[src/rtl/slre_pkg.sv]
`timescale 1ns / 1ps
// ----------------------------------------------------------------------------
// slre_pkg
// Shared constants, codes and control/status types of the scanline encoder.
// ----------------------------------------------------------------------------
package slre_pkg;

  localparam int MAX_PIXELS_DEF = 65536;
  localparam int WIDTH_W        = 13;
  localparam int LEN_W          = 10;
  localparam logic [WIDTH_W-1:0] WIDTH_RESET = 13'd256;

  // candidate length caps
  localparam logic [LEN_W-1:0] CAP_PLAIN = 10'd259;
  localparam logic [LEN_W-1:0] CAP_PAIR  = 10'd516;
  localparam logic [LEN_W-1:0] CAP_COPY  = 10'd258;

  // minimum kept lengths
  localparam logic [LEN_W-1:0] MIN_PLAIN = 10'd4;
  localparam logic [LEN_W-1:0] MIN_PAIR  = 10'd6;
  localparam logic [LEN_W-1:0] MIN_COPY  = 10'd3;

  // token tags
  localparam logic [7:0] TAG_PLAIN = 8'hFD;
  localparam logic [7:0] TAG_PAIR  = 8'hFC;
  localparam logic [7:0] TAG_UP1   = 8'hFF;
  localparam logic [7:0] TAG_UP2   = 8'hFE;
  localparam logic [7:0] TAG_ESC   = 8'hF8;
  localparam logic [7:0] LIT_MAX   = 8'hF7;

  localparam logic OP_LOAD = 1'b0;
  localparam logic OP_PULL = 1'b1;

  typedef enum logic [1:0] {
    MODE_PLAIN = 2'd0,
    MODE_PAIR  = 2'd1,
    MODE_UP1   = 2'd2,
    MODE_UP2   = 2'd3
  } mode_t;

  typedef struct packed {
    logic accept;
    logic exec;
    logic div_step;
    logic rd_first;
    logic latch_first;
    logic mode_start;
    logic scan_issue;
    logic scan_adv;
    logic scan_end;
    logic pick;
    logic emit;
  } cmd_t;

  typedef struct packed {
    logic op_pull;
    logic empty;
    logic div_last;
    logic skip;
    logic cont;
    logic match;
    logic last_mode;
  } sts_t;

endpackage

[src/rtl/slre_ctrl.sv]
`timescale 1ns / 1ps
// ----------------------------------------------------------------------------
// slre_ctrl
// Sequencer: walks one word through load, remainder, scans and token pick.
// ----------------------------------------------------------------------------
module slre_ctrl
  import slre_pkg::*;
(
  input  logic clk,
  input  logic rst,
  input  logic in_valid,
  output logic in_ready,
  output logic out_valid,
  input  logic out_ready,
  input  sts_t sts,
  output cmd_t cmd
);

  typedef enum logic [9:0] {
    S_IDLE   = 10'b0000000001,
    S_EXEC   = 10'b0000000010,
    S_DIV    = 10'b0000000100,
    S_RDV    = 10'b0000001000,
    S_LATV   = 10'b0000010000,
    S_MSTART = 10'b0000100000,
    S_ISSUE  = 10'b0001000000,
    S_CMP    = 10'b0010000000,
    S_PICK   = 10'b0100000000,
    S_EMIT   = 10'b1000000000
  } state_t;

  state_t state, state_next;
  logic   slot_free;

  assign slot_free = !out_valid || out_ready;
  assign in_ready  = (state == S_IDLE);

  // commands and next state
  always_comb begin
    state_next = state;
    cmd        = '0;
    case (state)
      S_IDLE: begin
        if (in_valid) begin
          cmd.accept = 1'b1;
          state_next = S_EXEC;
        end
      end
      S_EXEC: begin
        cmd.exec = 1'b1;
        if (!sts.op_pull || sts.empty) state_next = S_EMIT;
        else                           state_next = S_DIV;
      end
      S_DIV: begin
        cmd.div_step = 1'b1;
        if (sts.div_last) state_next = S_RDV;
      end
      S_RDV: begin
        cmd.rd_first = 1'b1;
        state_next   = S_LATV;
      end
      S_LATV: begin
        cmd.latch_first = 1'b1;
        state_next      = S_MSTART;
      end
      S_MSTART: begin
        cmd.mode_start = 1'b1;
        if (!sts.skip)          state_next = S_ISSUE;
        else if (sts.last_mode) state_next = S_PICK;
      end
      S_ISSUE: begin
        if (sts.cont) begin
          cmd.scan_issue = 1'b1;
          state_next     = S_CMP;
        end else begin
          cmd.scan_end = 1'b1;
          state_next   = sts.last_mode ? S_PICK : S_MSTART;
        end
      end
      S_CMP: begin
        if (sts.match) begin
          cmd.scan_adv = 1'b1;
          state_next   = S_ISSUE;
        end else begin
          cmd.scan_end = 1'b1;
          state_next   = sts.last_mode ? S_PICK : S_MSTART;
        end
      end
      S_PICK: begin
        cmd.pick   = 1'b1;
        state_next = S_EMIT;
      end
      S_EMIT: begin
        if (slot_free) begin
          cmd.emit   = 1'b1;
          state_next = S_IDLE;
        end
      end
      default: state_next = S_IDLE;
    endcase
  end

  // state and output valid
  always_ff @(posedge clk) begin
    if (rst) begin
      state     <= S_IDLE;
      out_valid <= 1'b0;
    end else begin
      state <= state_next;
      if (cmd.emit)       out_valid <= 1'b1;
      else if (out_ready) out_valid <= 1'b0;
    end
  end

endmodule

[config.mk]
export PLATFORM = sky130hd
export DESIGN_NAME = slre_ctrl
export DESIGN_NICKNAME = d
export VERILOG_FILES = /design/src/rtl/slre_pkg.sv /design/src/rtl/slre_ctrl.sv
export SDC_FILE = /design/constraint.sdc
export NUM_CORES = 1
export LEC_CHECK = 0
export ABC_AREA = 1
export BUFFER_PORTS_ARGS = -buffer_cell sky130_fd_sc_hd__buf_2
export CAP_MARGIN = 20
export CORE_UTILIZATION = 50
export DETAILED_ROUTE_END_ITERATION = 8
export PLACE_DENSITY = 0.77
export SYNTH_ARGS = -nofsm -noshare
export SYNTH_HDL_FRONTEND = slang
export SYNTH_SLANG_ARGS = --single-unit
[constraint.sdc]
create_clock -name clk -period 1.6 [get_ports clk]
set_input_delay 0.16 -clock clk [delete_from_list [all_inputs] [get_ports clk]]
set_output_delay 0.16 -clock clk [all_outputs]
set_load 0.05 [all_outputs]
# --- Word-level counts from Yosys, hierarchy flattened ---
# Index checks and enable logic that the tools add are counted.
totals:
  reg_bits: 11
  latchBits: 0
  mem_bits_rw: 0
  mem_bits_ro: 0
  in_bits: 11
  output_inout_bits: 13
  wordCells: 51
  memories: 0
classes:
  add_sub_neg: 0
  multipliers: 0
  n_div: 0
  n_lt_le_gt_ge: 0
  n_eq_ne: 14
  shift: 0
  n_mux: 29
  bitwise_logic: 0
  reduce_logical: 6
op_table:
  columns: ["op", "n"]
  rows:
  - ["$pmux W10 S10", 1]
  - ["$mux W10", 6]
  - ["$mux W9", 3]
  - ["$mux W1", 18]
  - ["$eq A10 B1 Y1 const B", 1]
  - ["$eq A10 B10 Y1 const B", 1]
  - ["$eq A10 B2 Y1 const B", 1]
  - ["$eq A10 B3 Y1 const B", 1]
  - ["$eq A10 B4 Y1 const B", 1]
  - ["$eq A10 B5 Y1 const B", 1]
  - ["$eq A10 B6 Y1 const B", 1]
  - ["$eq A10 B7 Y1 const B", 1]
  - ["$eq A10 B8 Y1 const B", 1]
  - ["$eq A10 B9 Y1 const B", 1]
  - ["$ne A2 B2 Y1 const B", 3]
  - ["$reduce_and A4 Y1", 1]
  - ["$ne A3 B3 Y1 const B", 1]
  - ["$logic_not A1 Y1", 2]
  - ["$logic_or A1 B1 Y1", 2]
  - ["$pmux W1 S2", 1]
  - ["$reduce_bool A2 Y1", 1]

# --- Depth between registers and ports, before layout ---
# Gate-level depths: netlist of run 1.
logic_depth:
  word_depth: 5
  ltp_mapped: 10
  ltp_nobuf: 10

# --- Least setup slack after synthesis of run 1 ---
# Ideal clock, no wire load.
synth_path:
  kind: "register to register"
  startpoint: "reg state[2]"
  endpoint: "reg state[6]"
  setup_time_ns: 0.060
  t_arrival_ns: 1.621
  required_ns: 1.540
  slack_ns: -0.082
  path_stages_with_launch: 7
  n_path_buf: 0
  synth_period_minus_slack_ns: 1.682
  path_cell_list: "dfxtp_1 nor2_2 nand2_4 nor2_2 nand2_1 nor2_1 o21a_1"
synth_via:
  elab_chain_cells: 3
  elab_cells_between_ends: 16
  cone_classes: "eq/ne (14); mux (1); reduce/logical (1)"
synth_lines:
  columns: ["element", "line_no", "rtl"]
  rows:
  - ["from (decl)", "slre_ctrl.sv:32", "state_t state, state_next;"]
  - ["from (signal assigned)", "slre_ctrl.sv:109", "state <= state_next;"]
  - ["$eq A10 B6 Y1, or another cell as far along", "slre_ctrl.sv:42", "case (state)"]
  - ["$ne A3 B3 Y1 (no line) or $ne A2 B2 Y1 (tied branches)", null, null]
  - ["$reduce_and A4 Y1 (no line)", null, null]
# Several ways; a longest one is shown, not always the timed one.
# A chain may end at the register's enable or synchronous reset.

==> results of run 1 <==
## layout make-up
cell class | instances | share of cell area
clock buffer | 4 | 0.0231
sequential | 11 | 0.202
inverter | 34 | 0.112
tap | 16 | 0.0176
timing repair buffer | 26 | 0.180
multi-input combinational | 94 | 0.465
## per-layer routing
| metal | wire, um | vias up | track usage | part of all wire |
|---|---|---|---|---|
| li1 | - | 470 | - | - |
| met1 | 887 | 423 | 0.305 | 0.40 |
| met2 | 1110 | 52 | 0.397 | 0.50 |
| met3 | 175 | 5 | 0.0383 | 0.079 |
| met4 | 42 | 0 | 0.139 | 0.019 |
| met5 | 0 | - | 0 | 0 |
## cell families (layout without fill, tap and decap cells)
family,count (synthesis),count (layout),share of synthesized area
flops,11,11,0.263
compound gates,6,6,0.0418
buf+inv,34,64,0.152
simple gates,88,88,0.543
## critical path: cells and delay by family, from the launching register on
kind | cells | cell delay, ps
DFF | 1 | 350
buffers and inverters | 3 | 300
and+or+nand+nor | 4 | 580
## state kept, by name (all words and copies together), names as in the netlist
register and count:
state 10, out_valid 1
## metrics by stage
stage / instances / utilization
2_1_floorplan: 139 / -
3_3_place_gp: 178 / 0.636
3_5_place_dp: 178 / 0.636
4_1_cts: 182 / 0.672
5_1_grt: 185 / 0.739
6_report: 185 / 0.739
## Yosys cell counts, drive strengths merged
cell	count	area, sq um
nand2	38	163
nor2	35	186
inv	34	128
dfxtp	11	220
nand3	9	50.1
nor3	3	37.5
o21ai	3	15.0
nand4	2	12.5
a21oi	1	5.00
and2	1	6.26
o211ai	1	7.51
o21a	1	7.51
## path summary, 6_finish.rpt
check / slack [ps] / start / end
worst min register to register: 630 / out_valid / out_valid
worst min-delay path: 140 / rst / state[8]
worst max-delay path: -70 / state[8] / cmd[4]
worst max register to register: 100 / state[8] / state[8]
## repair_timing
item / 4_1_cts / 5_1_grt
resized for setup: 11 / 28
hold buffers: 0 / 0
pin swaps: 0 / 9
setup endpoints to repair: 8 / 11
setup buffers: 0 / 3
## placed cells by master, fill, tap and decap left out, drive strengths merged, types with 2 or more instances in the layout
cell type   n
nor2       35
nand3       9
nor3        3
clkbuf      6
nand4       2
buf        24
nand2      38
inv        34
dfxtp      11
o21ai       3
## power groups by stage
stage               registers (mW)  clock network, mW  logic [mW]
finish                       0.314              0.206       0.426
CTS                          0.314              0.201       0.395
detailed placement           0.320                  0       0.377
global placement             0.319                  0       0.380
global route                 0.317              0.213       0.465
floorplan                    0.318                  0       0.303
==> metrics.txt, run 1 <==
root buffer cell clkbuf_4; share of layout cells above drive strength 1 0.373; relative slew slack 0.772; skew final 3.82 ps; Mean Syn Cell Area 6.03 sq um; synthesis warning total 0; status complete, but fails checks; flops & latches, synth 11; clock share of power 0.218; Slew @ Worst Pin 341 ps; GP Congestion 0.795; Post-Syn Instances 139; Crit path top cell by count nor2_4; Final Critical Period 1670 ps; CTS Buf Count 3; WL per Instance 12.0 um; pin count of the biggest net entering global routing 8; CTS Buffer Depth 2; final period utilization 1.04; Mapped Nets 150; total power 946 uW; CP required 1440 ps; worst-path fanout max 6; Die ar. 1840 sq um; Ports 24; Pwr per Cell Area 830 nW/um^2; clock slew at reported path FFs 80 ps; maxcap violations 0; failing checks setup timing; # DRC 0; Clk Latency, worst-skew pair 280 ps; sequential share of power 0.332; initial DRC count 38; Fillers 120; placed instance area 981 sq um; Via density 5.14; DRT antenna net count 0; DP Worst Slack 203 ps; Sink Count 11; worst hold path type in -> reg; final worst slack -71.8 ps; total global routing overflow 0; Worst VDD drop 0.000806 V; Reg2Reg Depth 11; Slew Viols, Final 0; initial core utilization 0.544; drt pass-1 iters 4; Syn-to-layout area delta 36.0%; Worst setup SP type register; Die X 42.9 um; final net count 181; Die H 42.9 um; Total GRT Usage 0.245; P_leak 0.620 nW; mapped cell area 838 sq um; RSZ-0062 raised after global routing yes; # rows 14; WS Path Type reg -> out; IO Port Bufs 23; antenna violations before repair 0; element type at the critical path end output pin; switching pwr 419 uW; CP cell instances nor2_4 -> inv_2 -> nor2_4 -> and2_4 -> inv_1 -> nor2_2 -> buf_6; via count 950; Min-Delay Path Depth 2; htree depth 1; Sw Share 0.443; Worst EP arrival 1510 ps; area taken by multi-input logic gates 531 sq um; setup tns final -123 ps; slowest CP cell dfxtp_2; TritonCTS clock tree yes; ant diodes 0; Comb power frac 0.450; Max Clock Freq 0.598 GHz; Fin Hold WS 143 ps; Cell variety after synth 20; register area share after synthesis 0.263; final setup violation count 3; max incr delay on CP 350 ps; Fin. Hold Viols 0; Pint 527 uW; number of global-route vias before repair 835; DP Wirelength 1540 um; first-pass GRT wire length 3350 um; Reg area 230 sq um; DRT Wirelength 2220 um; CORE AREA 1540 sq um; fin area 1140 sq um
(Power assumes the default switching activity.)
==> inputs of run 2 (changes only) <==
--- a/config.mk
+++ b/config.mk
@@ -8,9 +8,10 @@
 export ABC_AREA = 1
 export BUFFER_PORTS_ARGS = -buffer_cell sky130_fd_sc_hd__buf_2
 export CAP_MARGIN = 20
-export CORE_UTILIZATION = 50
+export CORE_ASPECT_RATIO = 0.75
+export CORE_UTILIZATION = 30
 export DETAILED_ROUTE_END_ITERATION = 8
-export PLACE_DENSITY = 0.77
+export SKIP_LAST_GASP = 1
 export SYNTH_ARGS = -nofsm -noshare
 export SYNTH_HDL_FRONTEND = slang
 export SYNTH_SLANG_ARGS = --single-unit
==> metrics.txt, run 2 (synthesized netlist as in run 1, its figures left out) <==
Worst setup endpoint cmd[5]; drt pass-1 iters 4 (unchanged); commonest non-fill, non-tap cells in the layout nand2_1, inv_1, nor2_1; Via density 4.26 (-17%); commonest non-fill, non-tap cell in the layout nand2_1; initial core utilization 0.320 (-0.224); Syn-to-layout area delta 37.6%; maxcap violations 0 (unchanged); first-pass GRT wire length 3300 um (-1.4%); clock slew at reported path FFs 50 ps (-30 ps); number of flip-flops in the largest register 10 (unchanged); WL per Instance 10.5 um (-12%); area taken by multi-input logic gates 513 sq um (-3.3%); WS Path Type reg -> out; CP cell instances nor2_4 -> nand2_4 -> buf_4 -> nor2_2 -> nand2_2 -> inv_2 -> clkbuf_4; htree depth 1 (unchanged); Worst setup SP type register; status completed; # rows 16 (+2); skew final 3.35 ps (-0.469 ps); IO Port Bufs 23 (unchanged); CP bufs+invs 3 (unchanged); CP required 1440 ps (about the same); DRT antenna net count 0 (unchanged); worst hold path type in -> reg; Reg2Reg Depth 10 (-1); CTS Buffer Depth 2 (unchanged); Fin. Hold Viols 0 (unchanged); Critical path origin state[1]; pin count of the biggest net entering global routing 8 (unchanged); max incr delay on CP 340 ps (about the same); Max Clock Freq 0.633 GHz (+5.8%); Fin Hold WS 192 ps (+49.1 ps); Worst EP arrival 1420 ps (-90 ps); Worst VDD drop 0.000350 V (-57%); CP top delay family buffers and inverters; antenna violations before repair 0 (unchanged); GP Congestion 0.855 (+7.6%); Ports 24 (unchanged); Slew Viols, Final 0 (unchanged); RSZ-0062 raised after global routing yes; Worst path depth 7 (unchanged); Total GRT Usage 0.149 (-0.0956); element type at the critical path end output pin; total global routing overflow 0 (unchanged); P_leak 0.626 nW (+0.95%); Die ar. 3010 sq um (+63%); Sink Count 11 (unchanged); Die X 63.0 um (+47%); Biggest register state; Pwr per Cell Area 896 nW/um^2 (+8.0%); CORE AREA 2620 sq um (+70%); biggest regs state: 10 flops, out_valid: 1 flops; CTS Hold Bufs 0 (unchanged); initial DRC count 44 (+16%); worst-path fanout max 5 (-1); ant diodes 0 (unchanged); Final Critical Period 1580 ps (-91.6 ps); Reg area 228 sq um (-1.1%); relative slew slack 0.835 (+0.0629); Slew @ Worst Pin 249 ps (-91.3 ps); Die H 47.8 um (+11%); TritonCTS clock tree yes; via count 881 (-7.3%); Worst R2R Setup Slack 210 ps (+110 ps); total power 1.03 mW (+9.3%); root buffer cell clkbuf_8; DP Wirelength 1670 um (+8.7%); slowest CP cell dfxtp_2; worst reg2reg startpoint state[7]; DRT Wirelength 2180 um (-1.7%); Min-Delay Path Depth 2 (unchanged); CTS Buf Count 3 (unchanged); final setup violation count 0 (-3); # DRC 0 (unchanged); Fillers 282 (+140%); number of global-route vias before repair 740 (-11%); Clk Latency, worst-skew pair 240 ps (-40 ps); reg2reg end state[0]; share of layout cells above drive strength 1 0.363 (-0.0102); final period utilization 0.988 (-0.0572); final net count 183 (+1.1%)
[run 2: routing by layer]
metal  track usage  wire length, um  vias up
met4        0.0698               34        0
met1         0.192             1060      376
met2         0.245              991       24
met5             0                0        -
met3        0.0333              101        4
li1              -                -      477
[run 2: final cells by class]
cell class	instances	area share
Sequential cell	11	0.197
Timing Repair Buffer	28	0.169
Multi-Input combinational cell	94	0.445
Tap cell	36	0.0390
Inverter	34	0.111
Clock buffer	4	0.0390
[run 2: timing repair]
item                                   CTS  global route
setup endpoints to repair                2            11
setup buffers                            1             4
resized for setup                        2            29
pin swaps                                1            10
endpoints found under the hold margin    0             0
[run 2: worst min path at each step]
stage | start | endpoint
3_5_place_dp | rst | state[2]
5_1_grt | rst | state[3]
6_report | rst | state[3]
4_1_cts | rst | state[2]
2_1_floorplan | rst | state[2]
3_3_place_gp | rst | state[8]
[run 2: where the power goes]
group	switching [mW]	total, mW	internal, mW
clock network	0.110	0.285	0.175
logic	0.283	0.433	0.150
registers	0.0223	0.316	0.294
total	0.415	1.03	0.619
[run 2: worst reg2reg max path: cells and delay by family, from the launching register on]
kind	cells	cell delay, ps
AND/OR/NAND/NOR	8	710
buffers and inverters	2	180
flip-flops	1	370
[run 2: metrics by stage]
| stage | instance area (sq um) | setup TNS [ps] | utilization | instances | setup WS (ps) |
|---|---|---|---|---|---|
| finish | 1150 | 0 | 0.440 | 207 | 19.8 |
| global route | 1150 | -121 | 0.440 | 207 | -37.1 |
| CTS | 1060 | -23.7 | 0.406 | 203 | -23.7 |
| detailed placement | 1010 | 0 | 0.384 | 198 | 184 |
| global placement | 1010 | 0 | 0.384 | 198 | 234 |
| floorplan | 846 | 0 | - | 139 | 51.0 |
